===== config.mk =====
export PLATFORM = sky130hd
export DESIGN_NAME = gamepad_frame_parser_top
export DESIGN_NICKNAME = d
export VERILOG_FILES = /design/src/gfp_pkg.sv /design/src/gfp_front.sv /design/src/gfp_queue.sv /design/src/gfp_back.sv /design/src/gamepad_frame_parser_top.sv
export SDC_FILE = /design/constraint.sdc
export NUM_CORES = 1
export LEC_CHECK = 0
export BUFFER_PORTS_ARGS = -buffer_cell sky130_fd_sc_hd__buf_2
export CAP_MARGIN = 0
export CORE_ASPECT_RATIO = 0.75
export CORE_MARGIN = 4
export CORE_UTILIZATION = 35
export CTS_CLUSTER_DIAMETER = 80
export DETAILED_ROUTE_END_ITERATION = 8
export GPL_TIMING_DRIVEN = 0
export PLACE_DENSITY = 0.51
export SYNTH_ARGS = -nofsm -noshare
export SYNTH_HDL_FRONTEND = slang
export SYNTH_SLANG_ARGS = --single-unit

===== constraint.sdc =====
create_clock -name clk_i -period 5.26 [get_ports clk_i]
set_input_delay 0.263 -clock clk_i [delete_from_list [all_inputs] [get_ports clk_i]]
set_output_delay 0.263 -clock clk_i [all_outputs]
set_load 0.02 [all_outputs]

===== src/gfp_pkg.sv =====
package gfp_pkg;

  // Configuration register indexes
  localparam int unsigned CfgIdxW = 2;
  localparam logic [CfgIdxW-1:0] CfgHeader  = 2'd0;
  localparam logic [CfgIdxW-1:0] CfgTrailer = 2'd1;

  // Reset values of the configuration registers
  localparam logic [7:0] HeaderReset  = 8'hA5;
  localparam logic [7:0] TrailerReset = 8'hA6;

  // Frame layout
  localparam int unsigned PosW       = 5;
  localparam logic [PosW-1:0] PosHunt = 5'd0;
  localparam logic [PosW-1:0] PosLast = 5'd17;
  localparam int unsigned StoreDepth = 16;
  localparam int unsigned StoreIdxW  = $clog2(StoreDepth);
  localparam int unsigned AxisCount  = 6;

  // Classified word passed from the front end to the back end
  typedef struct packed {
    logic                 is_trailer;
    logic                 trailer_ok;
    logic [StoreIdxW-1:0] idx;
    logic [7:0]           data;
  } gfp_entry_t;

endpackage


===== src/gfp_front.sv =====
module gfp_front (
  input  logic                          clk_i,
  input  logic                          rst_ni,
  input  logic                          cfg_we_i,
  input  logic [gfp_pkg::CfgIdxW-1:0]   cfg_idx_i,
  input  logic [7:0]                    cfg_data_i,
  input  logic                          in_valid_i,
  output logic                          in_stall_o,
  input  logic [7:0]                    rx_byte_i,
  output logic                          push_o,
  output gfp_pkg::gfp_entry_t           entry_o,
  input  logic                          q_full_i
);

  logic [7:0]               header_q;
  logic [7:0]               trailer_q;
  logic [gfp_pkg::PosW-1:0] pos_q, pos_d;
  logic                     accept;

  assign in_stall_o = q_full_i;
  assign accept     = in_valid_i && !q_full_i;

  // Configuration registers
  always_ff @(posedge clk_i or negedge rst_ni) begin
    if (!rst_ni) begin
      header_q  <= gfp_pkg::HeaderReset;
      trailer_q <= gfp_pkg::TrailerReset;
    end else if (cfg_we_i) begin
      if (cfg_idx_i == gfp_pkg::CfgHeader) begin
        header_q <= cfg_data_i;
      end else if (cfg_idx_i == gfp_pkg::CfgTrailer) begin
        trailer_q <= cfg_data_i;
      end
    end
  end

  // Classify the word by frame position
  always_comb begin
    pos_d              = pos_q;
    push_o             = 1'b0;
    entry_o.is_trailer = 1'b0;
    entry_o.trailer_ok = (rx_byte_i == trailer_q);
    entry_o.idx        = gfp_pkg::StoreIdxW'(pos_q - 5'd1);
    entry_o.data       = rx_byte_i;
    if (accept) begin
      if (pos_q == gfp_pkg::PosHunt || pos_q > gfp_pkg::PosLast) begin
        // hunting: out-of-range positions behave the same
        pos_d = (rx_byte_i == header_q) ? 5'd1 : gfp_pkg::PosHunt;
      end else if (pos_q < gfp_pkg::PosLast) begin
        push_o = 1'b1;
        pos_d  = pos_q + 5'd1;
      end else begin
        push_o             = 1'b1;
        entry_o.is_trailer = 1'b1;
        pos_d              = gfp_pkg::PosHunt;
      end
    end
  end

  always_ff @(posedge clk_i or negedge rst_ni) begin
    if (!rst_ni) begin
      pos_q <= gfp_pkg::PosHunt;
    end else begin
      pos_q <= pos_d;
    end
  end

endmodule


===== src/gfp_queue.sv =====
module gfp_queue (
  input  logic                clk_i,
  input  logic                rst_ni,
  input  logic                push_i,
  input  gfp_pkg::gfp_entry_t entry_i,
  output logic                full_o,
  output logic                valid_o,
  output gfp_pkg::gfp_entry_t entry_o,
  input  logic                pop_i
);

  // Two-entry FIFO
  gfp_pkg::gfp_entry_t mem_q [2];
  logic                wr_ptr_q, rd_ptr_q;
  logic [1:0]          count_q;

  assign full_o  = (count_q == 2'd2);
  assign valid_o = (count_q != 2'd0);
  assign entry_o = mem_q[rd_ptr_q];

  always_ff @(posedge clk_i) begin
    if (push_i) begin
      mem_q[wr_ptr_q] <= entry_i;
    end
  end

  always_ff @(posedge clk_i or negedge rst_ni) begin
    if (!rst_ni) begin
      wr_ptr_q <= 1'b0;
      rd_ptr_q <= 1'b0;
      count_q  <= 2'd0;
    end else begin
      if (push_i) begin
        wr_ptr_q <= !wr_ptr_q;
      end
      if (pop_i) begin
        rd_ptr_q <= !rd_ptr_q;
      end
      case ({push_i, pop_i})
        2'b10:   count_q <= count_q + 2'd1;
        2'b01:   count_q <= count_q - 2'd1;
        default: count_q <= count_q;
      endcase
    end
  end

endmodule


===== src/gfp_back.sv =====
module gfp_back (
  input  logic                clk_i,
  input  logic                rst_ni,
  input  logic                q_valid_i,
  input  gfp_pkg::gfp_entry_t q_entry_i,
  output logic                pop_o,
  output logic                out_valid_o,
  input  logic                out_stall_i,
  output logic [15:0]         axes_o [gfp_pkg::AxisCount],
  output logic [7:0]          combo_code_o,
  output logic [11:0]         button_bits_o,
  output logic                frame_error_o
);

  logic [7:0]  store_q [gfp_pkg::StoreDepth];
  logic [15:0] held_axes_q [gfp_pkg::AxisCount];
  logic [7:0]  held_combo_q;
  logic [11:0] held_buttons_q;
  logic [15:0] dec_axes [gfp_pkg::AxisCount];
  logic [11:0] dec_buttons;
  logic [15:0] out_axes_q [gfp_pkg::AxisCount];
  logic [7:0]  out_combo_q;
  logic [11:0] out_buttons_q;
  logic        out_err_q;
  logic        out_valid_q;
  logic        fire_trailer;
  logic        good;

  // A trailer word may only leave the queue when the output slot is free
  assign pop_o = q_valid_i &&
                 (!q_entry_i.is_trailer || !out_valid_q || !out_stall_i);
  assign fire_trailer = pop_o && q_entry_i.is_trailer;
  assign good         = q_entry_i.trailer_ok;

  // Frame byte store
  always_ff @(posedge clk_i) begin
    if (pop_o && !q_entry_i.is_trailer) begin
      store_q[q_entry_i.idx] <= q_entry_i.data;
    end
  end

  // Decode of the stored frame, little-endian axes
  always_comb begin
    for (int i = 0; i < gfp_pkg::AxisCount; i++) begin
      dec_axes[i] = {store_q[2*i+1], store_q[2*i]};
    end
    dec_buttons = {store_q[15][0],
                   store_q[14][6], store_q[14][5], store_q[14][4],
                   store_q[14][3], store_q[14][2],
                   store_q[13][7], store_q[13][6], store_q[13][4],
                   store_q[13][3], store_q[13][1], store_q[13][0]};
  end

  // Held values from the last good frame
  always_ff @(posedge clk_i or negedge rst_ni) begin
    if (!rst_ni) begin
      for (int i = 0; i < gfp_pkg::AxisCount; i++) begin
        held_axes_q[i] <= 16'd0;
      end
      held_combo_q   <= 8'd0;
      held_buttons_q <= 12'd0;
    end else if (fire_trailer && good) begin
      held_axes_q    <= dec_axes;
      held_combo_q   <= store_q[12];
      held_buttons_q <= dec_buttons;
    end
  end

  // Output register
  always_ff @(posedge clk_i) begin
    if (fire_trailer) begin
      for (int i = 0; i < gfp_pkg::AxisCount; i++) begin
        out_axes_q[i] <= good ? dec_axes[i] : held_axes_q[i];
      end
      out_combo_q   <= good ? store_q[12] : held_combo_q;
      out_buttons_q <= good ? dec_buttons : held_buttons_q;
      out_err_q     <= !good;
    end
  end

  always_ff @(posedge clk_i or negedge rst_ni) begin
    if (!rst_ni) begin
      out_valid_q <= 1'b0;
    end else if (fire_trailer) begin
      out_valid_q <= 1'b1;
    end else if (!out_stall_i) begin
      out_valid_q <= 1'b0;
    end
  end

  assign out_valid_o   = out_valid_q;
  assign axes_o        = out_axes_q;
  assign combo_code_o  = out_combo_q;
  assign button_bits_o = out_buttons_q;
  assign frame_error_o = out_err_q;

endmodule


===== src/gamepad_frame_parser_top.sv =====
// Gamepad frame parser.
// Input channel: one received serial byte per word on rx_byte_i, taken when
// in_valid_i is high and in_stall_o is low. Bytes are skipped until one equals
// the header register; the next 16 bytes are stored and the 17th is checked
// against the trailer register. Output channel: one word per frame, taken
// when out_valid_o is high and out_stall_i is low. A good trailer gives the
// freshly decoded axes, combo byte and buttons with frame_error_o clear; a bad
// one repeats the last good values with frame_error_o set.
// Throughput: one byte per cycle while in_stall_o is low. The result word for a
// frame passes from the edge that takes the trailer byte through the two-word
// queue into the back-end output register, which drives out_valid_o.
// Configuration: cfg_we_i writes cfg_data_i to register cfg_idx_i
// (0 header, 1 trailer); other indexes are ignored.
// Reset: hunting for a header, header 0xA5, trailer 0xA6, held values zero,
// no output pending. When the receiver stalls the output word holds; body
// bytes still drain into the store until the next trailer word reaches the
// queue head, then the queue fills and in_stall_o rises.
module gamepad_frame_parser_top (
  input  logic                        clk_i,
  input  logic                        rst_ni,
  input  logic                        cfg_we_i,
  input  logic [gfp_pkg::CfgIdxW-1:0] cfg_idx_i,
  input  logic [7:0]                  cfg_data_i,
  input  logic                        in_valid_i,
  output logic                        in_stall_o,
  input  logic [7:0]                  rx_byte_i,
  output logic                        out_valid_o,
  input  logic                        out_stall_i,
  output logic [15:0]                 left_stick_x_o,
  output logic [15:0]                 left_stick_y_o,
  output logic [15:0]                 right_stick_x_o,
  output logic [15:0]                 right_stick_y_o,
  output logic [15:0]                 left_trigger_travel_o,
  output logic [15:0]                 right_trigger_travel_o,
  output logic [7:0]                  combo_code_o,
  output logic [11:0]                 button_bits_o,
  output logic                        frame_error_o
);

  gfp_pkg::gfp_entry_t push_entry, q_entry;
  logic                push, q_full, q_valid, pop;
  logic [15:0]         axes [gfp_pkg::AxisCount];

  gfp_front u_front (
    .clk_i      (clk_i),
    .rst_ni     (rst_ni),
    .cfg_we_i   (cfg_we_i),
    .cfg_idx_i  (cfg_idx_i),
    .cfg_data_i (cfg_data_i),
    .in_valid_i (in_valid_i),
    .in_stall_o (in_stall_o),
    .rx_byte_i  (rx_byte_i),
    .push_o     (push),
    .entry_o    (push_entry),
    .q_full_i   (q_full)
  );

  gfp_queue u_queue (
    .clk_i   (clk_i),
    .rst_ni  (rst_ni),
    .push_i  (push),
    .entry_i (push_entry),
    .full_o  (q_full),
    .valid_o (q_valid),
    .entry_o (q_entry),
    .pop_i   (pop)
  );

  gfp_back u_back (
    .clk_i         (clk_i),
    .rst_ni        (rst_ni),
    .q_valid_i     (q_valid),
    .q_entry_i     (q_entry),
    .pop_o         (pop),
    .out_valid_o   (out_valid_o),
    .out_stall_i   (out_stall_i),
    .axes_o        (axes),
    .combo_code_o  (combo_code_o),
    .button_bits_o (button_bits_o),
    .frame_error_o (frame_error_o)
  );

  assign left_stick_x_o         = axes[0];
  assign left_stick_y_o         = axes[1];
  assign right_stick_x_o        = axes[2];
  assign right_stick_y_o        = axes[3];
  assign left_trigger_travel_o  = axes[4];
  assign right_trigger_travel_o = axes[5];

endmodule


* Word-level counts from Yosys, hierarchy flattened *
Memories as Yosys holds them, arrays and structs flattened.
Cells that the tools add are included.

storage, ports and cells
  ROM bits = 0
  latch bits = 0
  bits in registers = 259
  logic and storage cells = 84
  bits in writable memories = 156
  output and inout bits = 119
  memories = 2
  bits of input ports = 23

operators by class
  shift operators = 0
  bitwise gates (word level) = 1
  multiply operators = 0
  mux-type cells = 23
  $lt $le $gt $ge = 2
  eq/ne operators = 7
  reduce and logical (&&, ||, !) cells = 21
  $add $sub $neg = 4
  divide/modulo/power cells = 0

memory list
  name            depth  bits a word  rd ports  clocked after memory_dff  wr ports  RTL line         RTL
  u_back.store_q  16     8            16        0                         1         gfp_back.sv:15   logic [7:0] store_q [gfp_pkg::StoreDepth];
  u_queue.mem_q   2      14           1         0                         1         gfp_queue.sv:13  gfp_pkg::gfp_entry_t mem_q [2];

operators with widths
  kind                                               count
  two-way mux 16 bit                                 6
  == test 8 bit                                      2
  two-way mux 1 bit                                  12
  two-way mux 12 bit                                 1
  two-way mux 5 bit                                  2
  two-way mux 8 bit                                  1
  logical NOT 1 bit                                  7
  adder 5 x 1 -> 5 bit (second input constant)       1
  > comparator 5 bit (second input constant)         1
  logical AND 1 bit                                  5
  logical NOT 5 bit                                  1
  < comparator 5 bit (second input constant)         1
  == test 2 x 1 -> 1 bit (second input constant)     2
  == test 2 bit (second input constant)              2
  case mux 2 bit (2 select lines)                    1
  nonzero test 2 bit                                 2
  subtractor 4 x 1 -> 4 bit (second input constant)  1
  logical OR 1 bit                                   3
  AND reduction 3 bit                                1
  adder 2 x 1 -> 2 bit (second input constant)       1
  logical NOT 2 bit                                  1
  != test 2 x 1 -> 1 bit (second input constant)     1
  AND reduction 2 bit                                1
  subtractor 2 x 1 -> 2 bit (second input constant)  1
  NOT 1 bit                                          1

* Logic depth before layout (Yosys ltp) *
An unclocked memory read counts as a cell.

  word-level depth = 8
  gate-level depth with buffers = 10
  gate-level depth less buffers = 9

* Cells and area by module *
Synthesis repeated with hierarchy kept, for this count alone.

second synthesis, totals
  cell total of the unflattened synthesis = 812
  area, all modules = 15,504.9 um^2

by module, submodules not included
  module     seq. area each (um^2)  area each (um^2)  instances  cells each
  gfp_back   9,924.5                12,997.5          1          638
  gfp_front  535.5                  1,257.5           1          114
  gfp_queue  940.9                  1,249.9           1          60

* Least setup slack after synthesis *
Ideal clock, no wire load.

  path kind = register to register
  start point = register u_queue.rd_ptr_q
  end point = register u_back.out_axes_q (netlist bit u_back.axes_o[0]) (enable)
  arrival time = 3.348 ns
  slack = 1.442 ns
  required time = 4.790 ns
  clock period less this slack = 3.818 ns
  setup time = 0.470 ns
  stages on the path, launching flop included = 5
  buffers on the path = 1
  path through = dfrtp_1 > buf_4 > mux2i_1 > or3b_4 > inv_1

on the way
  word-level cells in the longest chain between the ends = 6

ends and longest elaborated chain
  what                           RTL line         RTL
  start, declared                gfp_queue.sv:14  logic wr_ptr_q, rd_ptr_q;
  start signal, assigned         gfp_queue.sv:37  rd_ptr_q <= !rd_ptr_q;
  memory read (2 x 14 bit) (*)   -
  logical NOT 1 bit              gfp_back.sv:31   (!q_entry_i.is_trailer || !out_valid_q || !out_stall_i);
  logical OR 1 bit (2 in a row)  gfp_back.sv:31
  logical AND 1 bit              gfp_back.sv:30   assign pop_o = q_valid_i &&
  logical AND 1 bit (*)          gfp_back.sv:32   assign fire_trailer = pop_o && q_entry_i.is_trailer;
  named net u_back.fire_trailer  gfp_back.sv:26   logic fire_trailer;
  end signal, assigned by index  gfp_back.sv:73   out_axes_q[i] <= good ? dec_axes[i] : held_axes_q[i];
  end, declared                  gfp_back.sv:21   logic [15:0] out_axes_q [gfp_pkg::AxisCount];

The timed path passes the listed nets; every way through them passes the cells marked *.
A chain may end at the register's enable or synchronous reset.

* Worst setup path after layout *
  start point = register u_front.pos_q[0] in the netlist's numbering
  end point = memory u_queue.mem_q[0][7] in the netlist's numbering (enable)

on the way
  word-level cells in the longest chain between the ends = 6
  elaborated cells on any way between the ends = 7
  classes of those cells = order compare (1); mux (4); reduce/logical (2)

ends and longest elaborated chain
  what                                                            RTL line         RTL
  start, declared                                                 gfp_front.sv:17  logic [gfp_pkg::PosW-1:0] pos_q, pos_d;
  start signal, assigned                                          gfp_front.sv:62  pos_q <= gfp_pkg::PosHunt;
  start signal, assigned                                          gfp_front.sv:64  pos_q <= pos_d;
  > comparator 5 bit / logical NOT 5 bit (equally long branches)  gfp_front.sv:46  if (pos_q == gfp_pkg::PosHunt || pos_q > gfp_pkg::PosLast) begin
  logical OR 1 bit (*)                                            gfp_front.sv:46
  two-way mux 1 bit (*)                                           gfp_front.sv:46
  two-way mux 1 bit (*)                                           gfp_front.sv:45  if (accept) begin
  two-way mux 1 bit (*)                                           gfp_queue.sv:22  if (push_i) begin
  two-way mux 1 bit (not written as such) (*)                     gfp_queue.sv:23  mem_q[wr_ptr_q] <= entry_i;
  end, declared                                                   gfp_queue.sv:13

Mark *: on every way between the ends. The rest lies on a longest branch, timed or not.

==> flow_metrics.py <==
metrics = {
    "clocking": {
        "tritoncts": "done",
        "clk_pin_slew_worst_paths_ns": 0.06,
        "htreeDepth": 2,
        "cts_made_buffers": 42,
        "cts_setup_buffers": 0,
        "clock_sinks": 403,
        "clock_latency_ns": 0.54,
        "clockBufferDepth": 3,
        "cts-root-buf": "clkbuf_16",
    },
    "die": {
        "fp.dieH_um": 189,
        "fp.coreArea_mm2": 0.0433,
        "initial_core_util_pct": 35.4,
        "ios": 142,
        "die_w_um": 249,
        "die-area_mm2": 0.0472,
        "rows": 66,
    },
    "global_route": {
        "gr-usage-met3_pct": 3.01,
        "grtUsageMet1_pct": 20.7,
        "use_met2_pct": 20.6,
        "grt_pass1_wl_um": 49500,
        "grt.busiest_layer": "met1",
        "grt_pass1_vias": 7856,
        "overflow": 0,
        "grt_max_degree": 82,
        "track_usage_pct": 13.8,
        "antenna_found_initial": 0,
    },
    "setup_path": {
        "crit_required_ns": 5.50,
        "critPathMaxStageDelay_ns": 0.49,
        "crit_type": "reg2reg",
        "cp_cell_sequence": "clkbuf_1, inv_1, ha_1, or4b_2, o311a_1, nand2_1, nor2_1, buf_6",
        "cp_data_arrival_time_ns": 2.88,
        "ff2ff_setup_slack_ns": 2.62,
        "crit_fanout": 9,
        "endpoint_kind": "register",
        "crit_path_start_kind": "register",
        "cp_slowest_cell": "nor2_1",
        "path_buf_inv": 3,
        "path_delay_family": "simple AND/OR/NAND/NOR gates",
    },
    "yosys": {
        "synth_edf_count": 261,
        "synth_flop_cell": "edfxtp_1",
        "yosysWarnings": 0,
        "synth_cells": 815,
        "ys_types": 47,
        "synth.avg_cell_area_um2": 18.8,
        "syn_nets": 843,
        "netlist_area_mm2": 0.0153,
        "synth-seq-cells": 403,
        "ys_seq_area_share_pct": 74.5,
        "async_flop_share_pct": 35.2,
    },
    "timing": {
        "post-route-period-util_pct": 50.2,
        "rsz0062_at_grt": "false",
        "slew_headroom_pct": 39.5,
        "worst_pin_slew_ns": 0.904,
        "finalHoldViolCount": 0,
        "setup_violations": 0,
        "fin_tns_setup_ns": 0,
        "finalWorstSetupSlack_ns": 2.62,
        "final_max_slew_viol_count": 0,
        "fmax_ghz": 0.378,
        "fin_crit_ns": 2.64,
        "clock-skew-final_ns": 0.0166,
    },
    "layout": {
        "utilization_pct": 42.3,
        "nets": 1049,
        "syn_to_final_growth_pct": 19.7,
        "fin_area_mm2": 0.0183,
        "multi_input_area_mm2": 0.00365,
        "n_antenna_cell": 0,
        "drive_gt1_share_pct": 43.5,
        "seqCellArea_mm2": 0.0114,
        "fillers": 3871,
    },
    "route": {
        "num_vias": 7507,
        "wl_per_cell_um": 20.0,
        "ant_nets": 0,
        "drc": 0,
        "vias_per_cell": 4.60,
        "firstDrtPassIters": 4,
        "drt-total-wl_um": 32700,
        "drtIter0Drc": 426,
    },
    "pwr": {
        "p_per_area_mw_per_mm2": 661,
        "peakVddDrop_uv": 317,
        "p_leak_nw": 6.86,
    },
    "place": {
        "pre_cts_ws_ns": 2.21,
        "dp_hpwl_um": 19800,
        "place_congestion": 0.744,
        "placed_area_mm2": 0.0168,
        "io_buffers": 141,
    },
    "outcome": {
        "outcome": "finished clean",
    },
    "run": {
        "maxCapViolCount": 0,
    },
    "worst_hold_path": {
        "min_path_type": "in2reg",
    },
}
[cell usage in the layout, fill, tap and decap left out, types with 9 or more instances in the layout]
master	count
dfrtp_1	134
edfxtp_1	261
mux2_2	216
clkbuf_1	17
dlygate4sd3_1	18
clkbuf_16	43
nand2_1	15
inv_1	9
nor2_1	27
mux2_1	40
buf_2	152
xnor2_1	19
[timing repair]
action | CTS | global route
hold buffers | 18 | 0
endpoints found under the hold margin | 113 | 0
gates resized for setup | 0 | 0
[synthesized netlist by cell type (5+ instances only)]
cell type	instances	area, um^2
dfstp_2	8	210
o21ai_0	6	30.0
mux2_1	40	450
xnor2_1	19	166
nand2_1	15	56.3
dfrtp_1	134	3350
nand4_1	5	31.3
mux2_2	216	2430
buf_2	12	60.1
edfxtp_1	261	7840
ha_1	5	62.6
nor2_1	27	101
inv_1	10	37.5
buf_4	8	60.1
[logic make-up (layout without fill, tap and decap cells)]
| family | count (synthesis) | in the layout | share of synthesized area (%) |
|---|---|---|---|
| DFF | 403 | 403 | 74.5 |
| xor gates and xnor gates | 23 | 23 | 1.32 |
| adders and majority gates | 5 | 5 | 0.409 |
| muxes | 258 | 258 | 19.1 |
| AOI/OAI and AO/OA | 18 | 18 | 0.842 |
| and+or+nand+nor | 68 | 68 | 2.24 |
| buffers and inverters | 40 | 278 | 1.62 |
[worst reg2reg max path: stages, from the launching register on]
cell and delay, ns:
dfrtp_1 0.37, clkbuf_1 0.32, inv_1 0.15, ha_1 0.22, or4b_2 0.21, o311a_1 0.21
nand2_1 0.14, nor2_1 0.49, buf_6 0.24
[report_power, final]
group | switching [mW] | leakage, nW | internal (mW) | total [mW]
Sequential | 0.437 | 4.08 | 4.93 | 5.37
Combinational | 2.25 | 2.12 | 1.58 | 3.83
Clock | 1.21 | 0.655 | 1.69 | 2.90
Total | 3.90 | 6.86 | 8.20 | 12.1
[path summary, 6_finish.rpt]
| check | from | endpoint | cells past startpoint |
|---|---|---|---|
| max reg2reg | u_front.pos_q[0] | u_queue.mem_q[0][7] | 8 |
| min reg2reg | u_back.held_axes_q[13] | u_back.held_axes_q[13] | 1 |
| max | u_front.pos_q[0] | u_queue.mem_q[0][7] | 8 |
| max in group asynchronous | rst_ni | u_front.header_q[0] | 3 |
| min in group asynchronous | rst_ni | u_back.held_axes_q[68] | 2 |
| min | in_valid_i | u_front.pos_q[3] | 4 |
[state kept, by name, indices dropped and copies added (netlist names)]
register and cells:
u_queue.rd_ptr_q 1, u_queue.wr_ptr_q 1, u_back.combo_code_o 8, u_front.pos_q 5, u_queue.mem_q 28, u_front.header_q 8
u_back.held_buttons_q 12, u_front.trailer_q 8, u_back.store_q 116, u_back.axes_o 96, u_queue.count_q 2, u_back.out_valid_o 1
u_back.held_combo_q 8, u_back.held_axes_q 96, u_back.frame_error_o 1, u_back.button_bits_o 12
[stage by stage]
stage,std cells,power (mW),hold slack [ns]
2_1_floorplan,815,7.97,-0.0326
3_3_place_gp,1534,9.32,0.461
3_5_place_dp,1536,9.34,0.329
4_1_cts,1630,12.3,0.149
5_1_grt,1631,12.8,0.191
6_report,1631,12.1,0.167
[layer usage]
layer | wire length (um) | up-vias | part of all wire [%]
met3 | 1490 | 42 | 4.6
met1 | 16300 | 3828 | 50
met5 | 0 | - | 0
met2 | 14400 | 156 | 44
li1 | - | 3481 | -
met4 | 555 | 0 | 1.7
[area by class of cell]
type,instances,share of cell area (%)
timing repair buffer,162,5.25
tap,578,3.95
multi-input combinational,372,19.9
clock buffer,62,6.59
sequential,403,62.2
clock inverter,14,0.649
buffer,30,1.15
inverter,10,0.232
No activity file was read; power rests on OpenSTA's default activity.
